`src/vcl_ram.sv`:
```
module vcl_ram #(
  parameter  int DEPTH = 64,
  parameter  int WIDTH = 8,
  localparam int AW    = $clog2(DEPTH)
) (
  input  logic             clk,
  input  logic             we,
  input  logic             re,
  input  logic [AW-1:0]    addr,
  input  logic [WIDTH-1:0] wdata,
  output logic [WIDTH-1:0] rdata
);

  logic [WIDTH-1:0] mem [DEPTH];

  // Single port, registered read data, held when not reading
  always_ff @(posedge clk) begin
    if (we) begin
      mem[addr] <= wdata;
    end
    if (re) begin
      rdata <= mem[addr];
    end
  end

endmodule
```
`config.mk`:
```
export PLATFORM = sky130hd
export DESIGN_NAME = vcl_ram
export DESIGN_NICKNAME = d
export VERILOG_FILES = /design/src/vcl_ram.sv
export SDC_FILE = /design/constraint.sdc
export NUM_CORES = 1
export LEC_CHECK = 0
export ABC_CLOCK_PERIOD_IN_PS = 3000
export BUFFER_PORTS_ARGS = -buffer_cell sky130_fd_sc_hd__buf_2
export CAP_MARGIN = 20
export CORE_ASPECT_RATIO = 1.1
export CORE_UTILIZATION = 40
export DETAILED_ROUTE_END_ITERATION = 12
export PLACE_DENSITY_LB_ADDON = 0.3
export RECOVER_POWER = 25
export SLEW_MARGIN = 40
export SYNTH_ARGS = -nofsm -noshare
export SYNTH_HDL_FRONTEND = slang
export SYNTH_SLANG_ARGS = --single-unit
```
`constraint.sdc`:
```
create_clock -name clk -period 3 [get_ports clk]
set_input_delay 0.3 -clock clk [delete_from_list [all_inputs] [get_ports clk]]
set_output_delay 0.3 -clock clk [all_outputs]
set_load 0.05 [all_outputs]
```
# After elaboration in Yosys (flattened, before gate mapping)
# Memory sizes are Yosys's and may differ from the RTL's. A register that Yosys moved wholly into a read port is not among the register bits.
# Index checks and enable logic that the tools add are counted.
[totals]
output_inout_bits = 8
word_cells = 3
ff_bits = 0
ram_bits = 512
mem_count = 1
latch_bits = 0
rom_bits = 0
[memory_table]
columns = ["memory", "words", "word_bits", "read_ports", "rd_clocked_by_memory_dff", "write_ports", "line_no", "source"]
rows = [
  ["mem", 64, 8, 1, 1, 1, "14", "logic [WIDTH-1:0] mem [DEPTH];"],
]
[op_classes]
mul = 0
bitwise = 0
mux = 2
n_shift = 0
n_lt_le_gt_ge = 0
div_mod_pow = 0
add_sub_neg = 0
eq_ne = 0
n_reduce_logical = 0
[ops]
columns = ["operator", "count"]
rows = [
  ["1-bit two-way mux", 2],
]

# Logic depth before layout (Yosys ltp)
[logic_depth]
depth_word = 2
depth_mapped = 10
depth_no_buf = 5

# Worst setup path before layout
# No wires, ideal clock.
[synth_path]
path_kind = "input port to flip-flop"
from = "in addr[1]"
to = "mem mem[13][0] (enable)"
setup_time_ns = 0.370
stages = 7
arrival_time_ns = 2.028
path_slack_ns = 0.601
cell_sequence = "buf_6 buf_6 nor2b_1 clkbuf_1 clkbuf_1 nand3_1 nor2_1"
[synth_lines]
columns = ["element", "line_no", "source"]
rows = [
  ["start: declaration", "9", "input logic [AW-1:0] addr,"],
  ["end: declaration", "14", ""],
]
# Straight into the memory's write port.

# Final worst setup path
[layout_path]
from = "in addr[1]"
to = "mem mem[43][5] (enable)"
# Straight into the memory's write port.

==> impl.org <==
** Status
- Result of the run :: finished, violations left
- The final reports fail on max-capacitance violations, max-slew violations.

** Logic synthesis
- Post-synthesis instance area :: 20500 um^2
- Mean Syn Cell Area :: 17.5 um^2
- Counting flops and latches in the post-synthesis netlist gives 520.
- edfxtp_1 takes more of the synthesized area than any other cell.
- In the post-synthesis netlist, the biggest area contributors are edfxtp_1 (76%), mux4_2 (4.5%), mux2i_1 (3.1%).
- During synthesis, Yosys emitted a total of 0 warnings.
- Most frequently used flop master after synthesis :: edfxtp_1
- The number of nets handed over by synthesis was ~1.2k.
- After technology mapping, the gate count stands at 1171.
- The synthesized netlist contains 55 unique library cells.
- Of the synthesized area, sequential elements account for 0.761.
- Post-synth EDFFs :: 520
- Async set-reset flop share out of synthesis :: 0
- Share of the synthesized area in the top cell type :: 0.761

** Floorplan
- IO Pins :: 25
- Core box area :: between 50000 and 60000 um^2
- The die covers between 50000 and 60000 um^2.
- Die W :: 218 um
- For this configuration, the core starts out at a cell density of 0.408.
- The floorplan has 86 rows.
- Die Y :: 240 um

** Placement
- Detailed placement finished with a half-perimeter wire length of about 36 mm.
- Total placed instance area :: between 20000 and 25000 um^2
- Number of port buffers :: 24
- GPL Wtd Cong :: 0.905

** Global routing
- The total overflow left after global routing is 0.
- For this run, the total global-route usage over all layers was measured as 0.210.
- The via count of the first global-routing pass was 11.7k.
- The first global-routing pass estimated 79.4 mm of wire.
- The initial antenna violation count is 0.
- Entering global routing, the biggest net connects 65 pins.

** Clock tree
- Num Clock Sinks :: 520
- Post-CTS clock slew at the launch and capture registers of the worst setup and hold paths :: approximately 70 ps
- Hold repair after CTS inserted 0 buffers.
- Post-cts repair resize count :: 0
- CTS built an H-tree with a depth of 2.
- The tree is rooted in a clkbuf_16.
- TritonCTS built the clock tree.
- Post-CTS setup buffer count :: 0
- Buffer levels on the longest clock path :: 3
- Clock latency on the worst-skew pair, taken at its later pin, is 580 ps.
- TritonCTS created 48 clock buffers.

** Finish
- Fin area :: about 24000 um^2
- The repair_antennas step left the layout with diodes totalling 0.
- Synth-to-Final Area Change :: 16.8%
- Highest-count cells in the layout ignoring fill and taps :: edfxtp_1 (520), buf_4 (147), nor2_1 (80)
- After the last flow step, the layout net total stands at 1339.
- In the final layout, the share of cells above drive strength 1 is 0.222.
- Most common cell after layout, fill and taps aside :: edfxtp_1

** Timing
- Total setup violations reported at the end of the flow :: 0
- The number of pins exceeding their max-slew limit in the final report came to 108.
- Worst slew pin tran :: 2010 ps
- The worst path needs 2540 ps of the cycle, external delays included.
- Relative slew slack :: -0.341
- Static timing analysis puts the maximum clock frequency at ~0.4 GHz.
- Worst Skew :: 32.8 ps
- Setup total negative slack on the finished layout was measured at 0 ps.
- Setup repair after global routing left no endpoint under its margin.
- The number of hold violations in the final report is 0.
- Fin crit share :: 0.846

** Critical path
- Data on the critical path is required at its endpoint by ~3300 ps.
- For this run, the slowest stage of the critical path takes 640 ps.
- Slowest cell on the critical path :: nand2_1
- At the worst endpoint, the arrival time is ~2800 ps.
- Launching element type of the critical path :: input port
- Largest fanout of any net on the critical path :: 29
- Grouping stages by cell kind, the critical path spends the most delay in simple AND/OR/NAND/NOR gates.
- Element type at the critical path end :: flip-flop
- CP dominant cell by count :: buf_4
- List of cells traversed by the critical path :: buf_4, buf_4, and2_1, nand2_1, nor2_1, buf_4
- Counting both buffers and inverters, the worst setup path holds a total of 3.
- The worst setup path is of the in2reg kind.

** Route
- Once detail routing completed, the nets flagged for antenna violations numbered 0.
- Overall via count from detail_route :: 11.6k
- Dividing the detail-routed via count by the number of cells gives 5.73.
- Average routed wire per standard cell :: 26.5 um
- Total Routed Length :: around 54 mm
- Residual DRC :: 0
- DR pass1 iterations :: 6
- The first routing iteration left between 1k and 1.5k violations.

** Hold path
- The worst hold path belongs to the class in2reg.

** Pwr
- VDD sags by at most 415 uV.
- Leak :: 7.90 nW
- Dividing total power by cell area gives a power density of 629 nW/um^2.

** Flow run
- Max-cap violations in this run came to 3.
cell type report:
cell class / count / area (um^2)
Timing Repair Buffer: 182 / 1420
Tap cell: 660 / 826
Clock buffer: 55 / 1270
Multi-Input combinational cell: 567 / 4520
Sequential cell: 520 / 15600
Clock inverter: 35 / 313
Fill cell: 4250 / 26400
Inverter: 3 / 11.3
per-stage QoR:
| stage | power [W] | setup slack [ps] | hold WS, ps | instances | util |
|---|---|---|---|---|---|
| 2_1_floorplan | 0.00870 | 601 | 399 | 1171 | - |
| 3_3_place_gp | 0.00913 | -116 | 698 | 1931 | 0.445 |
| 3_5_place_dp | 0.00915 | -33.9 | 698 | 1932 | 0.445 |
| 4_1_cts | 0.0152 | 557 | 86.7 | 2022 | 0.477 |
| 5_1_grt | 0.0155 | 397 | 242 | 2022 | 0.476 |
| 6_report | 0.0151 | 463 | 253 | 2022 | 0.476 |
worst reg2reg max path, delay by kind of cell, from the launching register on:
family | cells | cell delay [ps]
DFF | 1 | 350
AOI/OAI and AO/OA | 2 | 530
muxes | 2 | 760
and+or+nand+nor | 1 | 530
power breakdown:
group	total [W]	switching (W)	leakage, nW	internal (W)
Clock	0.00610	0.00262	0.768	0.00348
Sequential	0.00808	0.0000235	4.69	0.00806
Combinational	0.000905	0.000598	2.45	0.000307
routing by layer:
layer	up-vias	global-route usage	share of wire
li1	5063	-	-
met1	5995	0.273	0.41
met2	445	0.359	0.50
met3	89	0.0258	0.056
met4	0	0.0769	0.033
met5	-	0	0
synthesized netlist by cell type (all sizes together) (11+ instances only):
cell and number:
nand2 45, o21ai 11, a221oi 21, buf 45, mux2i 63, mux2 12, a22oi 40, clkbuf 36
edfxtp 520, nand3b 12, o22ai 22, a31oi 15, o22a 11, nor2 82, nand2b 24, a21oi 28
mux4 41, a221o 11
flip-flops by register name (all words and copies together) (netlist names):
signal and flops:
mem 512, rdata 8
logic make-up (layout without fill, tap and decap cells):
group                  count (synthesis)  count (layout)  synth area share
AND/OR/NAND/NOR                      229             229            0.0569
multiplexers                         116             116            0.0823
buffers and inverters                 84             275            0.0197
AO/OA/AOI/OAI                        222             222            0.0804
flip-flops                           520             520             0.761
path summary, 6_finish.rpt:
kind                                             end  depth (start not counted)  slack, ps                start
worst max-delay path            mem[43][5]$_DFFE_PP_                          6        460              addr[1]
worst min-delay path              rdata[2]$_DFFE_PP_                          1        250                   re
worst max register to register    rdata[7]$_DFFE_PP_                          5        580  mem[6][7]$_DFFE_PP_
worst min register to register    rdata[0]$_DFFE_PP_                          3        780  mem[3][0]$_DFFE_PP_
Power figures use the tool's default switching activity.
